### src/design/pidtc_pkg.sv
// Package for the clamped trapezoidal PID: widths, limits, control-word types
// and the microcode program. It has no dependencies. The sequencer and the top level use it.
`timescale 1ns / 1ps
`default_nettype none

package pidtc_pkg;

    localparam int SAMPLE_W = 16;   // Q8.8 measurement and setpoint
    localparam int COEF_W   = 32;   // Q16.16 coefficients
    localparam int ERR_W    = 17;   // measured - setpoint
    localparam int ESUM_W   = 18;   // error + last error
    localparam int ACC_W    = 48;   // Q24.24 integral
    localparam int SUM_W    = 50;   // P + I + D, Q26.24
    localparam int SHI_W    = SUM_W - 32;
    localparam int OPA_W    = 33;   // multiplier operand A
    localparam int PROD_W   = OPA_W + COEF_W;
    localparam int TAIL_W   = PROD_W - 32;
    localparam int Y_W      = SUM_W + 1;
    localparam int DRIVE_W  = 14;
    localparam int CFG_IDX_W = 2;
    localparam int STEP_W   = 3;

    localparam logic signed [DRIVE_W-1:0] DRIVE_MAX = 14'sd6144;
    localparam logic signed [DRIVE_W-1:0] DRIVE_MIN = -14'sd6144;
    localparam logic [COEF_W-1:0]         GAIN_RESET = 32'd65536;

    typedef enum logic [CFG_IDX_W-1:0] {
        REG_PROP  = 2'd0,
        REG_INTEG = 2'd1,
        REG_DERIV = 2'd2,
        REG_GAIN  = 2'd3
    } t_reg_idx;

    typedef enum logic [2:0] {
        A_ERR  = 3'd0,
        A_ESUM = 3'd1,
        A_DM   = 3'd2,
        A_SLO  = 3'd3,
        A_SHI  = 3'd4
    } t_asel;

    typedef enum logic [1:0] {
        B_KP = 2'd0,
        B_KI = 2'd1,
        B_KD = 2'd2,
        B_KK = 2'd3
    } t_bsel;

    typedef enum logic [2:0] {
        OP_NONE       = 3'd0,
        OP_S_LOAD     = 3'd1,
        OP_INT_UPD    = 3'd2,
        OP_S_ADD_PROD = 3'd3,
        OP_S_ADD_INT  = 3'd4,
        OP_T_LOAD     = 3'd5,
        OP_FINISH     = 3'd6
    } t_op;

    typedef enum logic {
        J_NEXT = 1'b0,
        J_HOLD = 1'b1       // jump to target while the output register is occupied
    } t_jmp;

    typedef struct packed {
        logic              mul_en;
        t_asel             asel;
        t_bsel             bsel;
        t_op               op;
        t_jmp              jmp;
        logic [STEP_W-1:0] target;
        logic              last;
    } t_uword;

    typedef struct packed {
        logic   act;        // sequencer is running a sample
        t_uword word;
    } t_ctrl;

    // Microcode: one word per step. The product register carries each
    // multiply into the following step.
    function automatic t_uword ucode_rom(input logic [STEP_W-1:0] step);
        t_uword w;
        w = '{mul_en: 1'b0, asel: A_ERR, bsel: B_KP, op: OP_NONE,
              jmp: J_NEXT, target: '0, last: 1'b0};
        unique case (step)
            3'd0: begin
                w.mul_en = 1'b1; w.asel = A_ERR;  w.bsel = B_KP;
            end
            3'd1: begin
                w.mul_en = 1'b1; w.asel = A_ESUM; w.bsel = B_KI;
                w.op = OP_S_LOAD;
            end
            3'd2: begin
                w.mul_en = 1'b1; w.asel = A_DM;   w.bsel = B_KD;
                w.op = OP_INT_UPD;
            end
            3'd3: begin
                w.op = OP_S_ADD_PROD;
            end
            3'd4: begin
                w.op = OP_S_ADD_INT;
            end
            3'd5: begin
                w.mul_en = 1'b1; w.asel = A_SLO;  w.bsel = B_KK;
            end
            3'd6: begin
                w.mul_en = 1'b1; w.asel = A_SHI;  w.bsel = B_KK;
                w.op = OP_T_LOAD;
            end
            3'd7: begin
                w.op = OP_FINISH; w.jmp = J_HOLD; w.target = 3'd7;
                w.last = 1'b1;
            end
        endcase
        return w;
    endfunction

endpackage

`default_nettype wire

### src/design/pidtc_seq.sv
// Microcode sequencer for the PID datapath: step counter, program table and jumps.
// It depends on pidtc_pkg, which holds the program and the control-word types.
`timescale 1ns / 1ps
`default_nettype none

module pidtc_seq (
    input  wire                 i_clk,
    input  wire                 i_rst_n,
    input  wire                 i_start,
    input  wire                 i_out_busy,
    output pidtc_pkg::t_ctrl    o_ctrl
);
    import pidtc_pkg::*;

    logic              r_busy, n_busy;
    logic [STEP_W-1:0] r_step, n_step;
    t_uword            w_word;

    assign w_word = ucode_rom(r_step);

    always_comb begin
        n_busy = r_busy;
        n_step = r_step;
        if (!r_busy) begin
            if (i_start) begin
                n_busy = 1'b1;
                n_step = '0;
            end
        end else if (w_word.jmp == J_HOLD && i_out_busy) begin
            n_step = w_word.target;
        end else if (w_word.last) begin
            n_busy = 1'b0;
            n_step = '0;
        end else begin
            n_step = r_step + 1'b1;
        end
    end

    always_ff @(posedge i_clk) begin
        if (!i_rst_n) begin
            r_busy <= 1'b0;
            r_step <= '0;
        end else begin
            r_busy <= n_busy;
            r_step <= n_step;
        end
    end

    assign o_ctrl = '{act: r_busy, word: w_word};

endmodule

`default_nettype wire

### src/design/pid_trapezoid_clamped.sv
// Top level of the clamped trapezoidal PID controller: configuration registers,
// state, shared multiplier datapath and output register. Depends on pidtc_pkg and pidtc_seq.
`timescale 1ns / 1ps
`default_nettype none

// Each input transaction carries a measurement and a setpoint (Q8.8). The block
// forms error = measured - setpoint and sums a proportional term, a saturating
// trapezoidal integral (48-bit, Q24.24) and a derivative on the measurement. It
// then scales the sum by the overall gain, floors the result to Q8.8 and clamps
// it to +/-24.0; o_clamped flags a limited drive. One signed 33x32 multiplier is
// shared by all five products and is stepped by an eight-word microcode program.
// A sample therefore occupies the block for the whole program, during which
// o_in_ready is low; it rises again in the cycle after the last step, so a new
// sample is taken only once the program is through with the last one. The result
// lands in the output register at the final step, and the next sample is taken
// while that result waits. The final step holds only while the previous result
// has not yet left. Configuration writes are always accepted and must be made
// while no sample is in flight. Integral, previous error and previous measurement
// clear at reset.
module pid_trapezoid_clamped (
    input  wire                                     i_clk,
    input  wire                                     i_rst_n,
    // sample channel
    input  wire                                     i_in_valid,
    output logic                                    o_in_ready,
    input  wire  signed [pidtc_pkg::SAMPLE_W-1:0]   i_measured,
    input  wire  signed [pidtc_pkg::SAMPLE_W-1:0]   i_setpoint,
    // result channel
    output logic                                    o_out_valid,
    input  wire                                     i_out_ready,
    output logic signed [pidtc_pkg::DRIVE_W-1:0]    o_drive,
    output logic                                    o_clamped,
    // configuration channel
    input  wire                                     i_cfg_valid,
    output logic                                    o_cfg_ready,
    input  wire         [pidtc_pkg::CFG_IDX_W-1:0]  i_cfg_index,
    input  wire         [pidtc_pkg::COEF_W-1:0]     i_cfg_data
);
    import pidtc_pkg::*;

    // coefficient registers
    logic signed [COEF_W-1:0] r_kp, r_ki, r_kd, r_kk;

    // controller state
    logic signed [ACC_W-1:0]    r_integ, n_integ;
    logic signed [ERR_W-1:0]    r_last_err;
    logic signed [SAMPLE_W-1:0] r_last_meas;

    // per-sample operands and working registers
    logic signed [ERR_W-1:0]  r_err;
    logic signed [ESUM_W-1:0] r_esum;
    logic signed [ERR_W-1:0]  r_dm;
    logic signed [PROD_W-1:0] r_prod;
    logic signed [SUM_W-1:0]  r_s;
    logic signed [TAIL_W-1:0] r_t;

    // output register
    logic                      r_out_valid;
    logic signed [DRIVE_W-1:0] r_drive, n_drive;
    logic                      r_clamped, n_clamped;

    t_ctrl                     w_ctrl;
    logic                      w_in_acc, w_out_busy, w_finish;
    logic signed [ERR_W-1:0]   w_err;
    logic signed [OPA_W-1:0]   w_opa;
    logic signed [COEF_W-1:0]  w_opb;
    logic signed [SUM_W-1:0]   w_isum;
    logic signed [Y_W-1:0]     w_y;

    assign o_in_ready  = !w_ctrl.act;
    assign o_cfg_ready = 1'b1;
    assign w_in_acc    = i_in_valid && o_in_ready;
    assign w_out_busy  = r_out_valid && !i_out_ready;
    assign w_finish    = w_ctrl.act && w_ctrl.word.op == OP_FINISH && !w_out_busy;

    pidtc_seq u_seq (
        .i_clk      (i_clk),
        .i_rst_n    (i_rst_n),
        .i_start    (w_in_acc),
        .i_out_busy (w_out_busy),
        .o_ctrl     (w_ctrl)
    );

    // configuration writes
    always_ff @(posedge i_clk) begin
        if (!i_rst_n) begin
            r_kp <= '0;
            r_ki <= '0;
            r_kd <= '0;
            r_kk <= GAIN_RESET;
        end else if (i_cfg_valid && o_cfg_ready) begin
            unique case (t_reg_idx'(i_cfg_index))
                REG_PROP:  r_kp <= i_cfg_data;
                REG_INTEG: r_ki <= i_cfg_data;
                REG_DERIV: r_kd <= i_cfg_data;
                REG_GAIN:  r_kk <= i_cfg_data;
            endcase
        end
    end

    // capture the sample: form the error, the error sum and the measurement difference and advance history
    assign w_err = ERR_W'(i_measured) - ERR_W'(i_setpoint);

    always_ff @(posedge i_clk) begin
        if (!i_rst_n) begin
            r_last_err  <= '0;
            r_last_meas <= '0;
        end else if (w_in_acc) begin
            r_last_err  <= w_err;
            r_last_meas <= i_measured;
        end
    end

    always_ff @(posedge i_clk) begin
        if (w_in_acc) begin
            r_err  <= w_err;
            r_esum <= ESUM_W'(w_err) + ESUM_W'(r_last_err);
            r_dm   <= ERR_W'(i_measured) - ERR_W'(r_last_meas);
        end
    end

    // operand selection for the shared multiplier
    always_comb begin
        unique case (w_ctrl.word.asel)
            A_ERR:   w_opa = OPA_W'(r_err);
            A_ESUM:  w_opa = OPA_W'(r_esum);
            A_DM:    w_opa = OPA_W'(r_dm);
            A_SLO:   w_opa = $signed({1'b0, r_s[31:0]});
            A_SHI:   w_opa = OPA_W'($signed(r_s[SUM_W-1:32]));
            default: w_opa = '0;
        endcase
        unique case (w_ctrl.word.bsel)
            B_KP: w_opb = r_kp;
            B_KI: w_opb = r_ki;
            B_KD: w_opb = r_kd;
            B_KK: w_opb = r_kk;
        endcase
    end

    always_ff @(posedge i_clk) begin
        if (w_ctrl.act && w_ctrl.word.mul_en)
            r_prod <= PROD_W'(w_opa) * PROD_W'(w_opb);
    end

    // integral update, saturated to 48 bits
    assign w_isum = SUM_W'(r_integ) + r_prod[SUM_W-1:0];

    always_comb begin
        n_integ = w_isum[ACC_W-1:0];
        if (w_isum[SUM_W-1:ACC_W-1] != {(SUM_W-ACC_W+1){w_isum[SUM_W-1]}})
            n_integ = w_isum[SUM_W-1] ? {1'b1, {(ACC_W-1){1'b0}}}
                                      : {1'b0, {(ACC_W-1){1'b1}}};
    end

    always_ff @(posedge i_clk) begin
        if (!i_rst_n)
            r_integ <= '0;
        else if (w_ctrl.act && w_ctrl.word.op == OP_INT_UPD)
            r_integ <= n_integ;
    end

    // sum register and the upper part of the gain product
    always_ff @(posedge i_clk) begin
        if (w_ctrl.act) begin
            unique case (w_ctrl.word.op)
                OP_S_LOAD:     r_s <= r_prod[SUM_W-1:0];
                OP_S_ADD_PROD: r_s <= r_s + r_prod[SUM_W-1:0];
                OP_S_ADD_INT:  r_s <= r_s + SUM_W'(r_integ);
                OP_T_LOAD:     r_t <= r_prod[PROD_W-1:32];
                default: ;
            endcase
        end
    end

    // floor(S * gain / 2^32) = high(S) * gain + floor(low(S) * gain / 2^32)
    assign w_y = Y_W'($signed(r_prod[SUM_W-1:0])) + Y_W'(r_t);

    always_comb begin
        n_drive   = w_y[DRIVE_W-1:0];
        n_clamped = 1'b0;
        priority if (w_y > Y_W'(DRIVE_MAX)) begin
            n_drive   = DRIVE_MAX;
            n_clamped = 1'b1;
        end else if (w_y < Y_W'(DRIVE_MIN)) begin
            n_drive   = DRIVE_MIN;
            n_clamped = 1'b1;
        end
    end

    // output register: hold until the transaction is taken
    always_ff @(posedge i_clk) begin
        if (!i_rst_n)
            r_out_valid <= 1'b0;
        else if (w_finish)
            r_out_valid <= 1'b1;
        else if (i_out_ready)
            r_out_valid <= 1'b0;
    end

    always_ff @(posedge i_clk) begin
        if (w_finish) begin
            r_drive   <= n_drive;
            r_clamped <= n_clamped;
        end
    end

    assign o_out_valid = r_out_valid;
    assign o_drive     = r_drive;
    assign o_clamped   = r_clamped;

    function automatic logic u_seq_started(input t_ctrl c);
        return c.act && c.word.op == OP_NONE && c.word.mul_en;
    endfunction

    // a flagged result sits exactly on a limit
    a_clamp_on_limit: assert property (@(posedge i_clk) disable iff (!i_rst_n)
        o_out_valid && o_clamped |-> (o_drive == DRIVE_MAX || o_drive == DRIVE_MIN))
        else $error("clamped result not on a limit");

    // drive never leaves the +/-24 band
    a_drive_range: assert property (@(posedge i_clk) disable iff (!i_rst_n)
        o_out_valid |-> (o_drive <= DRIVE_MAX && o_drive >= DRIVE_MIN))
        else $error("drive outside limits");

    // an accepted sample starts the program and closes the input
    a_start_busy: assert property (@(posedge i_clk) disable iff (!i_rst_n)
        w_in_acc |=> (!o_in_ready && u_seq_started(w_ctrl)))
        else $error("sample accepted but sequencer idle");

    // a result is only loaded while the previous one is gone or leaving
    a_no_overwrite: assert property (@(posedge i_clk) disable iff (!i_rst_n)
        w_finish |-> (!r_out_valid || i_out_ready))
        else $error("result overwritten");

endmodule

`default_nettype wire

### config.mk
export PLATFORM = sky130hd
export DESIGN_NAME = pid_trapezoid_clamped
export DESIGN_NICKNAME = d
export VERILOG_FILES = /design/src/design/pidtc_pkg.sv /design/src/design/pidtc_seq.sv /design/src/design/pid_trapezoid_clamped.sv
export SDC_FILE = /design/constraint.sdc
export NUM_CORES = 2
export LEC_CHECK = 0
export BUFFER_PORTS_ARGS = -buffer_cell sky130_fd_sc_hd__buf_2
export CORE_ASPECT_RATIO = 1.4
export CORE_UTILIZATION = 45
export DETAILED_ROUTE_END_ITERATION = 16
export GPL_TIMING_DRIVEN = 0
export HOLD_SLACK_MARGIN = 0.15
export PLACE_DENSITY = 0.7
export SYNTH_ARGS = -nofsm -noshare
export SYNTH_HDL_FRONTEND = slang
export SYNTH_SLANG_ARGS = --single-unit
### constraint.sdc
create_clock -name i_clk -period 17.36 [get_ports i_clk]
set_input_delay 1.736 -clock i_clk [delete_from_list [all_inputs] [get_ports i_clk]]
set_output_delay 1.736 -clock i_clk [all_outputs]
set_load 0.02 [all_outputs]
Word level (Yosys, flattened, before mapping)
Cells that the tools add are included.
W data, S select, Z words.
{ "word_totals": {"in_bits": 71, "out_inout_bits": 18, "register_bits": 429, "elab_cells": 98} }
{ "op_classes": {"n_mux": 20, "n_reduce_logical": 24, "magnitude_cmp": 2, "n_eq_ne": 24, "add_sub_neg": 8, "mul": 1} }
{ "ops": {"columns": ["operator", "n"], "rows": [
  ["$pmux W33 S5", 1],
  ["$pmux W50 S3", 1],
  ["$pmux W32 S4", 1],
  ["$add A50 B50 Y50", 2],
  ["$mux W48", 2],
  ["$mul A33 B32 Y65", 1],
  ["$add A50 B33 Y51", 1],
  ["$gt A51 B14 Y1 const B", 1],
  ["$lt A51 B14 Y1 const B", 1],
  ["$add A50 B48 Y50", 1],
  ["$sub A16 B16 Y17", 2],
  ["$pmux W6 S5", 1],
  ["$eq A3 B3 Y1 const B", 8],
  ["$add A17 B17 Y18", 1],
  ["$eq A3 B2 Y1 const B", 6],
  ["$pmux W3 S6", 1],
  ["$mux W14", 1],
  ["$mux W3", 4],
  ["$reduce_and A2 Y1", 6],
  ["$eq A3 B1 Y1 const B", 3],
  ["$eq A2 B2 Y1 const B", 4],
  ["$logic_and A1 B1 Y1", 7],
  ["$mux W1", 7],
  ["$logic_not A3 Y1", 2],
  ["other kinds (9)", 14]
]} }

Logic depth before layout (Yosys ltp)
{ "depth": {"depth_word": 6, "ltp_mapped": 43, "ltp_nobuf": 38} }

By module
A second synthesis with hierarchy kept.
{ "unflattened": {"hier_cells": 7376, "hier_area_um2": 65889.4} }
{ "modules_own_cells": {"columns": ["module", "cells_per_inst", "area_each_um2", "seq_area_each_um2", "n_inst"], "rows": [
  ["pid_trapezoid_clamped", 7322, 65460.3, 10660.2, 1],
  ["pidtc_seq", 54, 429.2, 80.1, 1]
]} }

Worst setup path after synthesis
No wires, ideal clock.
{ "synth_timing": {"path_kind": "register to register", "start": "register u_seq.r_step[0]", "end": "register r_prod[57] (data pin)", "path_buffers": 6, "required_ns": 17.099, "path_slack_ns": 7.317, "arrival_time_ns": 9.782, "stages_incl_launch_ff": 39, "setup_time_ns": 0.261, "period_less_slack_ns": 10.043, "cell_sequence": "dfxtp_1 > inv_1 > ha_1 > mux2i_1 > clkbuf_1 > buf_1 > nor2_1 > and2_1 > clkbuf_1 > buf_1 > a21oi_1 > clkbuf_1 > nor2_1 > fa_1 > fa_1 > fa_1 > inv_1 > fa_1 > (+3 left out) > inv_1 > fa_1 > fa_1 > inv_1 > ha_1 > clkbuf_1 > a21o_1 > a21oi_1 > o21ai_0 > a221o_1 > o21ba_2 > a31oi_1 > a221oi_1 > a221oi_1 > o21a_1 > o21a_1 > nor3_1 > a311o_1"} }
{ "synth_via": {"elab_chain_len": 5, "word_cells_on_any_way": 18, "classes_between": "mul: 1; eq/ne: 11; mux: 3; reduce/logical: 3"} }
{ "synth_lines": {"columns": ["element", "line_no", "rtl"], "rows": [
  ["from (decl)", "pidtc_seq.sv:16", "logic [STEP_W-1:0] r_step, n_step;"],
  ["from (signal assigned)", "pidtc_seq.sv:45", "r_step <= n_step;"],
  ["$eq A3 B3 Y1 (tied with other cells)", "pidtc_pkg.sv:85", "unique case (step)"],
  ["$pmux W6 S5 (*)", "pidtc_pkg.sv:85", null],
  ["$eq A3 B3 Y1 (tied with other cells)", "pid_trapezoid_clamped.sv:124", "unique case (w_ctrl.word.asel)"],
  ["$pmux W33 S5 / $pmux W32 S4 (equally long branches)", "pid_trapezoid_clamped.sv:124, pid_trapezoid_clamped.sv:132", null],
  ["$mul A33 B32 Y65 (*)", "pid_trapezoid_clamped.sv:142", "r_prod <= PROD_W'(w_opa) * PROD_W'(w_opb);"],
  ["to (signal assigned)", "pid_trapezoid_clamped.sv:142", null],
  ["to (decl)", "pid_trapezoid_clamped.sv:53", "logic signed [PROD_W-1:0] r_prod;"]
]} }
Every way passes the cells marked *; elsewhere a longest branch is shown, timed or not.
A chain may end at the register's enable or synchronous reset.

Final worst setup path
{ "layout_timing": {"start": "register u_seq.r_step[1]", "end": "register r_prod[64] (data pin)"} }
The elaborated chain is that of the path after synthesis.

==> summary.txt <==
Status
  – Run status: complete, but fails checks
  – Failing checks: antenna violations, max-capacitance violations, max-slew violations

Synth
  – Cells after Synth: 7,539
  – Synth Flop Type: edfxtp_1
  – Syn_nets: 9,168
  – Synth area leaders: fa_1 34%, edfxtp_1 9.7%, ha_1 8.3%, nand2_1 6.7%, dfxtp_1 6.4%
  – Most common cell in the netlist: nand2_1
  – Dominant cell type by area after synthesis: fa_1
  – #FFs+latches synth: 429
  – Mapped cell area: 66,600 um2
  – Yosys warns: 0
  – Avg Inst Size Synth: 8.83 um2
  – Post-synth top area share: 33.7%
  – Sequential share of the synthesized area: 16.1%
  – Top cells by count, synth: 1,185 x nand2_1, 1,119 x fa_1, 1,079 x inv_1
  – Number of flops mapped to enable cells by yosys: 215
  – Synth unique cells: 105
  – Post-synth ARST share: 0%

Detailed routing
  – DR pass1 iterations: 6
  – Wire per inst: 27.2 um
  – Final ANT Viol Nets: 1
  – Vias per Instance: 5.89
  – Vias post-DR: 57,000
  – Routed WL: 264 mm
  – Residual DRC: 0
  – Initial detailed-routing violation count: 4,976

Clock network
  – # resized after CTS: 0
  – Hold Buf Count CTS: 0
  – Worst-skew pair later-pin latency: 0.66 ns
  – H-tree depth: 2
  – Worst-path clk slew: 0.06 ns
  – Setup bufs post-CTS: 0
  – Root buf cell: clkbuf_16
  – CTS Buffer Depth: 3
  – CTS Buf Count: 49
  – CTS tree: yes
  – TritonCTS Sinks: 429

Floorplan
  – Core ar.: 146,000 um2
  – Row cnt: 166
  – Ports: 89
  – Die width: 327 um
  – Die Height: 457 um
  – Die ar.: 149,000 um2
  – Initial Utilization: 45.5%

Critical path
  – Most used cell, CP: fa_1
  – Reg2Reg Launch Point: u_seq.r_step[1]
  – Flop-to-flop setup slack: 3.28 ns
  – R2r endpoint: r_prod[64]
  – Critical path type: reg2reg
  – R2R cell count: 43
  – Worst path top cell family by delay: adder cells
  – Critical Path AT: 14.45 ns
  – Crit path launch type: flip-flop
  – Max FO, Critical Path: 10
  – Worst path bufs/invs: 15
  – CP max stage cell: clkbuf_1
  – CP Capture Type: flip-flop
  – Slowest Stage Delay on Critical Path: 1.04 ns
  – Worst Path Required: 17.73 ns

Placement
  – Placed Instance Area: 69,800 um2
  – Post-DP HPWL: 216 mm
  – Final GP Congestion: 1.07
  – # port buffers: 86

Timing
  – Final setup TNS: 0 ns
  – Hold Slack: 0.419 ns
  – Setup violations, final: 0
  – Slew @ Worst Pin: 1.58 ns
  – Rel. slew slack: -5.72%
  – RSZ-0062 raised after global routing: false
  – Final Hold Vio Count: 0
  – Final Critical Period: 14.08 ns
  – Max Fclk: 71.0 MHz
  – Final Skew: 0.0411 ns
  – Final Cycle Share: 81.1%
  – Fin. max-slew vios: 22

Cells and area
  – FF/Latch Area: 10,700 um2
  – Syn-to-layout area delta: 7.51%
  – Nets: 9,327
  – Multi-input combinational cell area: 50,300 um2
  – Final Cell Area: 71,600 um2
  – Post-Route Utilization: 48.9%
  – Fill cell count: 14,000
  – Share of cells above drive strength 1: 4.77%

Power
  – Leak pwr: 32.3 nW
  – Overall Power: 8.33 mW
  – Pwr per Cell Area: 116 nW/um2
  – VDD IR-drop max: 0.105 mV

Worst hold path
  – Hold Crit Endpoint: r_t[29]
  – Hold WC Path Type: reg2reg
  – Hold Startpoint: r_prod[61]
  – Hold depth: 0

Global routing
  – Gr ovfl total: 0
  – Pin count of the biggest net entering global routing: 39
  – Global-route wire length before repair: 382 mm
  – Number of global-route vias before repair: 58,400
  – Antenna violations before repair: 10
  – Tot GR Track Use: 35.3%

Run
  – Max-cap violations: 4
==> area by class of cell <==
cell class / instances / area share [%]
multi-input cells: 5658 / 70.4
flip-flops and latches: 429 / 15.0
inverters: 1080 / 5.67
well taps: 1932 / 3.38
plain buffers: 372 / 2.16
clock buffers: 57 / 1.84
repair buffers: 108 / 1.02
clock inverters: 35 / 0.500
diodes: 17 / 0.0594
==> power by group <==
part / switching, mW / internal, mW
clock network: 0.469 / 0.623
logic: 3.61 / 2.06
registers: 0.246 / 1.32
==> registers in the layout, summed over array words and instances (netlist names), 16 cells and up <==
signal and cells:
r_last_meas 16, r_t 33, r_ki 32, r_last_err 17, r_kk 32, r_esum 18, r_dm 17, r_prod 65
r_integ 48, r_kp 32, r_err 17, r_kd 32, r_s 50
==> worst max-delay path by stage <==
stage / from / to / depth (start not counted)
floorplan: u_seq.r_step[0] / r_prod[57] / 38
global placement: u_seq.r_step[1] / r_prod[64] / 39
detailed placement: u_seq.r_step[1] / r_prod[64] / 42
CTS: u_seq.r_step[1] / r_prod[64] / 42
global route: u_seq.r_step[1] / r_prod[64] / 43
finish: u_seq.r_step[1] / r_prod[64] / 43
==> logic make-up after synthesis <==
logic type | synth area share, %
AOI/OAI and AO/OA | 14.2
xor gates and xnor gates | 3.55
adders and majority gates | 41.9
buffers and inverters | 8.41
DFF | 16.1
muxes | 0.816
other | 0.00563
and+or+nand+nor | 15.0
==> per-layer routing <==
metal  GRT usage (%)  vias up  routed length [um]
met2            57.6     3016              122000
met1            39.4    28400               90200
li1                -    24700                   -
met4            29.8        4               27500
met3            7.23      927               23700
met5               0        -                  26
==> placed cells by master (no fill, tap or decap), types with 15 or more instances in the layout <==
cell	n
or2_2	19
clkbuf_1	331
mux2_2	18
o31ai_1	15
o21bai_1	54
and2_1	51
xor2_1	90
nor2_1	698
a31o_2	21
a21boi_0	173
edfxtp_1	215
a211oi_1	30
mux2i_1	16
diode_2	17
nor3_1	56
nand2_1	1185
nand3_1	87
nand4_1	52
nor2b_1	46
a31oi_1	38
xnor2_1	180
o21a_1	68
buf_2	99
a22o_1	16
a21oi_1	343
inv_1	1079
o21ai_1	25
o21ai_0	276
nand2b_1	37
and3_1	28
dfxtp_1	214
clkinv_2	16
a22oi_1	30
clkbuf_16	50
a21o_1	149
fa_1	1119
ha_1	439
==> stage by stage <==
stage | setup slack, ns | instances
floorplan | 7.32 | 7539
global placement | 3.19 | 9557
detailed placement | 3.16 | 9578
CTS | 3.14 | 9670
global route | 2.82 | 9671
finish | 3.28 | 9688
Note: power is estimated with default switching activity, not from simulation.
